## src/rtl/core/terminal_escape_key_decoder_assert.svh

```systemverilog
// Assertion macros for the terminal escape key decoder.
// Needs a clock named clk and an active-low reset named rst_n in scope.
`ifndef TERMINAL_ESCAPE_KEY_DECODER_ASSERT_SVH
`define TERMINAL_ESCAPE_KEY_DECODER_ASSERT_SVH

// Check a condition in the same cycle as its trigger.
`define TEKD_ASSERT_SAME(label, ante, cons, msg) \
    label: assert property (@(posedge clk) disable iff (!rst_n) (ante) |-> (cons)) \
        else $error(msg);

// Check a condition in the cycle after its trigger.
`define TEKD_ASSERT_NEXT(label, ante, cons, msg) \
    label: assert property (@(posedge clk) disable iff (!rst_n) (ante) |=> (cons)) \
        else $error(msg);

`endif

```

## src/rtl/core/tekd_pkg.sv

```systemverilog
// Shared types and constants for the terminal escape key decoder.
// No dependencies; used by the channel interfaces and the top level.
package tekd_pkg;

    typedef logic [7:0] byte_t;
    typedef logic [8:0] key_code_t;

    // Input event kinds
    localparam logic CMD_BYTE    = 1'b0;
    localparam logic CMD_EXPIRED = 1'b1;

    // Bytes of interest
    localparam byte_t BYTE_ESC    = 8'h1b;
    localparam byte_t BYTE_CSI    = 8'h5b;  // '['
    localparam byte_t BYTE_SS3    = 8'h4f;  // 'O'
    localparam byte_t BYTE_TILDE  = 8'h7e;  // '~'
    localparam byte_t BYTE_ZERO   = 8'h30;  // '0'
    localparam byte_t BYTE_NINE   = 8'h39;  // '9'
    localparam byte_t CTRL_MASK   = 8'h1f;
    localparam byte_t BYTE_CTRL_Q = 8'h71 & CTRL_MASK;
    localparam byte_t BYTE_CTRL_C = 8'h63 & CTRL_MASK;

    // Key codes above the plain byte range
    localparam key_code_t KEY_LEFT   = 9'd256;
    localparam key_code_t KEY_RIGHT  = 9'd257;
    localparam key_code_t KEY_UP     = 9'd258;
    localparam key_code_t KEY_DOWN   = 9'd259;
    localparam key_code_t KEY_DELETE = 9'd260;
    localparam key_code_t KEY_HOME   = 9'd261;
    localparam key_code_t KEY_END    = 9'd262;
    localparam key_code_t KEY_PGUP   = 9'd263;
    localparam key_code_t KEY_PGDN   = 9'd264;
    localparam key_code_t KEY_ESC    = 9'd265;

endpackage

```

## src/rtl/core/tekd_in_if.sv

```systemverilog
// Input channel of the terminal escape key decoder: one event per transfer.
// Depends on tekd_pkg for the byte type.
interface tekd_in_if;
    logic            valid;
    logic            ready;
    logic            cmd;
    tekd_pkg::byte_t in_byte;

    modport source (output valid, output cmd, output in_byte, input ready);
    modport sink   (input valid, input cmd, input in_byte, output ready);
endinterface

```

## src/rtl/core/tekd_out_if.sv

```systemverilog
// Output channel of the terminal escape key decoder: one key per transfer.
// Depends on tekd_pkg for the key code type.
interface tekd_out_if;
    logic                valid;
    logic                ready;
    tekd_pkg::key_code_t key_code;
    logic                quit;

    modport source (output valid, output key_code, output quit, input ready);
    modport sink   (input valid, input key_code, input quit, output ready);
endinterface

```

## src/rtl/core/terminal_escape_key_decoder.sv

```systemverilog
// Top level of the terminal escape key decoder: parser state and result register.
// Depends on tekd_pkg, tekd_in_if, tekd_out_if and terminal_escape_key_decoder_assert.svh.
//
// Usage:
//   in_ch carries one event per transfer: cmd 0 with a received byte in in_byte,
//   or cmd 1 for a wait that expired with no byte.
//   out_ch carries one key per transfer: key_code (plain byte 0-255 or a named
//   key 256-265) and quit, set for Ctrl-Q and Ctrl-C.
//   An event gives zero or one key. A key is presented in the cycle after the
//   transfer of the event that completes it, from a single result register.
//   Throughput is one event per cycle while the receiver does not stall: the
//   parser state updates in the same cycle as the input transfer, so events follow back to back.
//   in_ch.ready is high while the result register is empty or being emptied;
//   when the receiver stalls with a key pending, ready drops and the key holds.
//   Reset puts the parser in idle and empties the result register, so a pending
//   key is lost; no key is produced by reset itself.
//   Wait expiry after ESC or after its first following byte gives the ESC key;
//   expiry while idle or while the closing '~' is awaited gives nothing.
`include "terminal_escape_key_decoder_assert.svh"

module terminal_escape_key_decoder (
    input  logic       clk,
    input  logic       rst_n,
    tekd_in_if.sink    in_ch,
    tekd_out_if.source out_ch
);

    typedef enum logic [1:0] {
        MODE_IDLE,
        MODE_FIRST,
        MODE_SECOND,
        MODE_FINAL
    } mode_t;

    mode_t                mode_reg;
    mode_t                mode_next;
    tekd_pkg::byte_t      first_reg;
    tekd_pkg::byte_t      first_next;
    tekd_pkg::byte_t      digit_reg;
    tekd_pkg::byte_t      digit_next;
    logic                 out_valid_reg;
    tekd_pkg::key_code_t  key_code_reg;
    logic                 quit_reg;

    logic                 in_fire;
    logic                 emit;
    tekd_pkg::key_code_t  emit_key;
    logic                 expired;
    logic                 is_digit;

    // Map the two bytes after ESC to a key
    function automatic tekd_pkg::key_code_t decode_pair(tekd_pkg::byte_t first,
                                                         tekd_pkg::byte_t second);
        tekd_pkg::key_code_t key;
        key = tekd_pkg::KEY_ESC;
        if (first == tekd_pkg::BYTE_CSI)
        begin
            case (second)
                8'h41:   key = tekd_pkg::KEY_UP;
                8'h42:   key = tekd_pkg::KEY_DOWN;
                8'h43:   key = tekd_pkg::KEY_RIGHT;
                8'h44:   key = tekd_pkg::KEY_LEFT;
                8'h48:   key = tekd_pkg::KEY_HOME;
                8'h46:   key = tekd_pkg::KEY_END;
                default: key = tekd_pkg::KEY_ESC;
            endcase
        end
        else if (first == tekd_pkg::BYTE_SS3)
        begin
            case (second)
                8'h48:   key = tekd_pkg::KEY_HOME;
                8'h46:   key = tekd_pkg::KEY_END;
                default: key = tekd_pkg::KEY_ESC;
            endcase
        end
        return key;
    endfunction

    // Map the digit of ESC [ digit ~ to a key
    function automatic tekd_pkg::key_code_t decode_digit(tekd_pkg::byte_t digit);
        tekd_pkg::key_code_t key;
        case (digit)
            8'h31:   key = tekd_pkg::KEY_HOME;
            8'h33:   key = tekd_pkg::KEY_DELETE;
            8'h34:   key = tekd_pkg::KEY_END;
            8'h35:   key = tekd_pkg::KEY_PGUP;
            8'h36:   key = tekd_pkg::KEY_PGDN;
            8'h37:   key = tekd_pkg::KEY_HOME;
            8'h38:   key = tekd_pkg::KEY_END;
            default: key = tekd_pkg::KEY_ESC;
        endcase
        return key;
    endfunction

    // Accept a new event while the result register is empty or draining
    assign in_ch.ready = !out_valid_reg || out_ch.ready;
    assign in_fire     = in_ch.valid && in_ch.ready;
    assign expired     = (in_ch.cmd == tekd_pkg::CMD_EXPIRED);
    assign is_digit    = (in_ch.in_byte >= tekd_pkg::BYTE_ZERO)
                      && (in_ch.in_byte <= tekd_pkg::BYTE_NINE);

    // Decode the current event against the parser state
    always_comb
    begin
        mode_next  = mode_reg;
        first_next = first_reg;
        digit_next = digit_reg;
        emit       = 1'b0;
        emit_key   = tekd_pkg::KEY_ESC;
        case (mode_reg)
            MODE_FIRST:
            begin
                if (expired)
                begin
                    mode_next = MODE_IDLE;
                    emit      = 1'b1;
                end
                else
                begin
                    first_next = in_ch.in_byte;
                    mode_next  = MODE_SECOND;
                end
            end
            MODE_SECOND:
            begin
                if (expired)
                begin
                    mode_next = MODE_IDLE;
                    emit      = 1'b1;
                end
                else if (first_reg == tekd_pkg::BYTE_CSI && is_digit)
                begin
                    digit_next = in_ch.in_byte;
                    mode_next  = MODE_FINAL;
                end
                else
                begin
                    mode_next = MODE_IDLE;
                    emit      = 1'b1;
                    emit_key  = decode_pair(first_reg, in_ch.in_byte);
                end
            end
            MODE_FINAL:
            begin
                if (!expired)
                begin
                    mode_next = MODE_IDLE;
                    emit      = 1'b1;
                    if (in_ch.in_byte == tekd_pkg::BYTE_TILDE)
                    begin
                        emit_key = decode_digit(digit_reg);
                    end
                end
            end
            default:
            begin
                if (!expired)
                begin
                    if (in_ch.in_byte == tekd_pkg::BYTE_ESC)
                    begin
                        mode_next = MODE_FIRST;
                    end
                    else
                    begin
                        emit     = 1'b1;
                        emit_key = {1'b0, in_ch.in_byte};
                    end
                end
            end
        endcase
    end

    // Hold parser state and the result register
    always_ff @(posedge clk or negedge rst_n)
    begin
        if (!rst_n)
        begin
            mode_reg      <= MODE_IDLE;
            first_reg     <= '0;
            digit_reg     <= '0;
            out_valid_reg <= 1'b0;
        end
        else
        begin
            if (in_fire)
            begin
                mode_reg      <= mode_next;
                first_reg     <= first_next;
                digit_reg     <= digit_next;
                out_valid_reg <= emit;
            end
            else if (out_ch.ready)
            begin
                out_valid_reg <= 1'b0;
            end
        end
    end

    // Load the key payload on a transfer that completes a key
    always_ff @(posedge clk)
    begin
        if (in_fire && emit)
        begin
            key_code_reg <= emit_key;
            quit_reg     <= (emit_key == {1'b0, tekd_pkg::BYTE_CTRL_Q})
                         || (emit_key == {1'b0, tekd_pkg::BYTE_CTRL_C});
        end
    end

    assign out_ch.valid    = out_valid_reg;
    assign out_ch.key_code = key_code_reg;
    assign out_ch.quit     = quit_reg;

    // Checks on the parser and result register
    `TEKD_ASSERT_SAME(a_quit_matches_key, out_valid_reg,
        quit_reg == ((key_code_reg == 9'h011) || (key_code_reg == 9'h003)),
        "quit flag does not match key code")
    `TEKD_ASSERT_SAME(a_key_in_range, out_valid_reg, key_code_reg <= tekd_pkg::KEY_ESC,
        "key code out of range")
    `TEKD_ASSERT_SAME(a_ready_only_stalls, !in_ch.ready, out_valid_reg && !out_ch.ready,
        "input stalled without a pending key")
    `TEKD_ASSERT_NEXT(a_final_ignores_expiry,
        in_fire && mode_reg == MODE_FINAL && expired,
        mode_reg == MODE_FINAL && digit_reg == $past(digit_reg),
        "expiry disturbed the wait for the final byte")
    `TEKD_ASSERT_NEXT(a_esc_opens_sequence,
        in_fire && mode_reg == MODE_IDLE && !expired && in_ch.in_byte == tekd_pkg::BYTE_ESC,
        mode_reg == MODE_FIRST,
        "ESC did not open a sequence")

endmodule

```

## src/flat_wrapper.sv

```systemverilog
// flat-port wrapper written by rule: the top's interface ports become plain ports
module terminal_escape_key_decoder_flat 
  (clk, rst_n, in_ch_valid, in_ch_cmd, in_ch_in_byte, in_ch_ready, out_ch_valid, out_ch_key_code, out_ch_quit, out_ch_ready);
  tekd_in_if in_ch_i ();
  tekd_out_if out_ch_i ();
  input  logic clk;
  input  logic rst_n;
  input wire logic [$bits(in_ch_i.valid)-1:0] in_ch_valid;
  input wire logic [$bits(in_ch_i.cmd)-1:0] in_ch_cmd;
  input wire logic [$bits(in_ch_i.in_byte)-1:0] in_ch_in_byte;
  output wire logic [$bits(in_ch_i.ready)-1:0] in_ch_ready;
  output wire logic [$bits(out_ch_i.valid)-1:0] out_ch_valid;
  output wire logic [$bits(out_ch_i.key_code)-1:0] out_ch_key_code;
  output wire logic [$bits(out_ch_i.quit)-1:0] out_ch_quit;
  input wire logic [$bits(out_ch_i.ready)-1:0] out_ch_ready;
  assign in_ch_i.valid = in_ch_valid;
  assign in_ch_i.cmd = in_ch_cmd;
  assign in_ch_i.in_byte = in_ch_in_byte;
  assign in_ch_ready = in_ch_i.ready;
  assign out_ch_valid = out_ch_i.valid;
  assign out_ch_key_code = out_ch_i.key_code;
  assign out_ch_quit = out_ch_i.quit;
  assign out_ch_i.ready = out_ch_ready;
  terminal_escape_key_decoder u_core (.clk(clk), .rst_n(rst_n), .in_ch(in_ch_i), .out_ch(out_ch_i));
endmodule
```

## config.mk

```make
export PLATFORM = sky130hd
export DESIGN_NAME = terminal_escape_key_decoder_flat
export DESIGN_NICKNAME = d
export VERILOG_FILES = /design/src/rtl/core/tekd_pkg.sv /design/src/rtl/core/tekd_in_if.sv /design/src/rtl/core/tekd_out_if.sv /design/src/rtl/core/terminal_escape_key_decoder.sv /design/src/flat_wrapper.sv
export VERILOG_INCLUDE_DIRS = /design/src /design/src/rtl/core
export SDC_FILE = /design/constraint.sdc
export NUM_CORES = 1
export LEC_CHECK = 0
export BUFFER_PORTS_ARGS = -buffer_cell sky130_fd_sc_hd__clkbuf_2
export CORE_MARGIN = 4
export CORE_UTILIZATION = 40
export CTS_CLUSTER_SIZE = 14
export DETAILED_ROUTE_END_ITERATION = 10
export PLACE_DENSITY = 0.6
export SLEW_MARGIN = 20
export SYNTH_ARGS = -nofsm -noshare
export SYNTH_HDL_FRONTEND = slang
export SYNTH_SLANG_ARGS = --single-unit
export TNS_END_PERCENT = 50
```

## constraint.sdc

```tcl
create_clock -name clk -period 2.32 [get_ports clk]
set_input_delay 0.348 -clock clk [delete_from_list [all_inputs] [get_ports clk]]
set_output_delay 0.348 -clock clk [all_outputs]
set_load 0.05 [all_outputs]
```

==> results_dict.tcl <==
set metrics [dict create \
    routedWlPerCell_um 17.2 \
    num_rows 23 \
    cp-start-kind "flop" \
    ys.warnings.count 0 \
    grt_pass1_vias 1383 \
    yosys.area.top_type "dfrtp_1" \
    regArea_um2 776 \
    synth_edf_count 10 \
    slew-limit-headroom_pct 67.4 \
    cts-root-buf "clkbuf_8" \
    io_pins 25 \
    clockBufferDepth 2 \
    crit_top_cell "inv_1" \
    outcome "finished clean" \
    vias 1352 \
    cts_resized 0 \
    async_reset_ff_share_pct 65.5 \
    place_worst_setup_slack_ns 0.120 \
    rr_worst_depth 7 \
    fill_cells 400 \
    power.density_nw_per_um2 992 \
    antenna_found_initial 0 \
    syn-num-nets 179 \
    setup_slack_ns 0.304 \
    rsz0062_at_grt "false" \
    setup_tns_ns 0 \
    ys_top_cells_by_count "dfrtp_1 (19), edfxtp_1 (10), mux2_2 (10), nor2_1 (10), o21ai_0 (10)" \
    cp-startpoint "u_core.mode_reg[1]" \
    critPathTopFamily "compound AO/OA/AOI/OAI gates" \
    end_kind "flop" \
    area_delta_synth_final_pct 15.0 \
    clk_latency_ns 0.28 \
    slowest_stage "dfrtp_1" \
    cts_max_level 2 \
    tightest_slew_ns 0.483 \
    die_w_um 73.6 \
    finalHoldViolCount 0 \
    synth_area_leaders "dfrtp_1 (28%), edfxtp_1 (17%), mux2_2 (6.5%)" \
    core_area_um2 4090 \
    drtAntennaViolNets 0 \
    cts_tree "yes" \
    die_h_um 73.6 \
    cp_num_cells 7 \
    max_freq_mhz 496 \
    finalCriticalPeriod_ns 2.02 \
    first_pass_iters 4 \
    yosysMostFrequentCell "dfrtp_1" \
    avgSynthCellArea_um2 10.6 \
    drt_wl_total_um 4130 \
    fin_hold_ws_ns 0.0170 \
    largest_register_ffs 9 \
    viasPerCell 5.61 \
    cts_buffers 5 \
    timing.rr.start "u_core.mode_reg[1]" \
    synth_cells 162 \
    setup_viol 0 \
    cts.sink_count 29 \
    worstPathCellList "inv_1, ha_1, mux2i_1, a21oi_1, o21ai_0, a21o_1, inv_1" \
    remaining_drc_errors 0 \
    track_usage_pct 16.7 \
    gr-total-overflow 0 \
    fin_nets 207 \
    clock_skew_ns 0.00397 \
    synth_top_flop_cell "dfrtp_1" \
    peakVddDrop_v 0.000321 \
    synth_seq_cells 29 \
    yosysSeqAreaShare_pct 45.1 \
    fp.dieArea_um2 5410 \
    period_share_pct 86.9 \
    drtIter0Drc 109 \
    grt_pass1_wl_um 6750 \
    multiInputGateArea_um2 877 \
    maxSlewViolCount 0 \
    slowest_delay_ns 0.42 \
    hpwl_um 3160 \
    n_antenna_cell 0 \
    hold_path.class "primary input to async pin" \
    p_leak_nw 0.860 \
    gp_congestion 0.837 \
    synth_top_cell_area_share_pct 27.6 \
    path_class "flop to flop" \
    cp.arrival_ns 1.96 \
    cts-hold-fix-buffers 0 \
    postCtsSetupRepairBufs 0 \
    initial_utilization_pct 42.1 \
    cts.clk_slew.worst_paths_ns 0.06 \
    required_ns 2.26 \
    syn-cell-area_um2 1720 \
    io_buffers 24 \
    drive_above_1_share_pct 31.4 \
    cp_num_buf_inv 2 \
    synth_cell_type_count 46 \
    path_max_fanout 10 \
    drv_cap 0 \
    grt_max_degree 20 \
]
-- cells in the final DEF, fill, tap and decap left out, drive strengths merged, types with 3 or more instances in the layout --
master   n
clkbuf  30
dfrtp   19
nor2    11
o21ai   10
mux2    10
edfxtp  10
inv      8
nand2    8
nand2b   7
nand3    6
nor2b    6
a21oi    5
a211oi   4
or2      4
ha       4
buf      4
and2     3
or3b     3
mux2i    3
or4b     3
o41ai    3
-- where the power goes --
part,switching (mW),internal [mW],leakage [nW]
clock network,0.193,0.207,0.0450
logic,0.533,0.266,0.475
registers,0.0703,0.694,0.340
-- routing by layer --
metal | vias up | track usage [%] | part of all wire, %
met4 | 0 | 4.83 | 1.7
met5 | - | 0 | 0
met3 | 9 | 4.92 | 5.4
met2 | 52 | 26.9 | 48
met1 | 645 | 21.6 | 45
li1 | 646 | - | -
-- cells by family after synthesis --
logic type | after synthesis | synth area share [%]
muxes | 13 | 8.29
xor gates and xnor gates | 2 | 1.02
buffers and inverters | 15 | 3.93
DFF | 29 | 45.1
adders and majority gates | 4 | 2.91
AOI/OAI and AO/OA | 32 | 13.6
and+or+nand+nor | 67 | 25.2
-- worst paths after layout --
kind	end	slack, ns
max	u_core.out_ch.key_code[3]	0.30
min	u_core.first_reg[0]	0.02
max in group asynchronous	u_core.mode_reg[1]	1.97
min reg2reg	u_core.digit_reg[4]	0.47
max reg2reg	u_core.out_ch.key_code[3]	0.30
min in group clk	u_core.out_ch.valid	0.37
-- layout make-up --
cell class                 count  area share (%)
timing repair buffer          28            7.59
tap                           50            3.16
inverter                       8            1.52
multi-input combinational    118            44.3
sequential                    29            39.2
clock inverter                 2           0.506
clock buffer                   6            3.67
-- through the flow --
stage	cells	area, um^2	power [mW]	util (%)
final	241	1980	1.96	48.4
after global routing	241	1980	2.09	48.4
after CTS	241	1980	1.97	48.4
after detailed placement	233	1900	1.57	46.4
after global placement	233	1900	1.55	46.4
after floorplan	162	1720	1.36	-
Power figures use the tool's default switching activity.
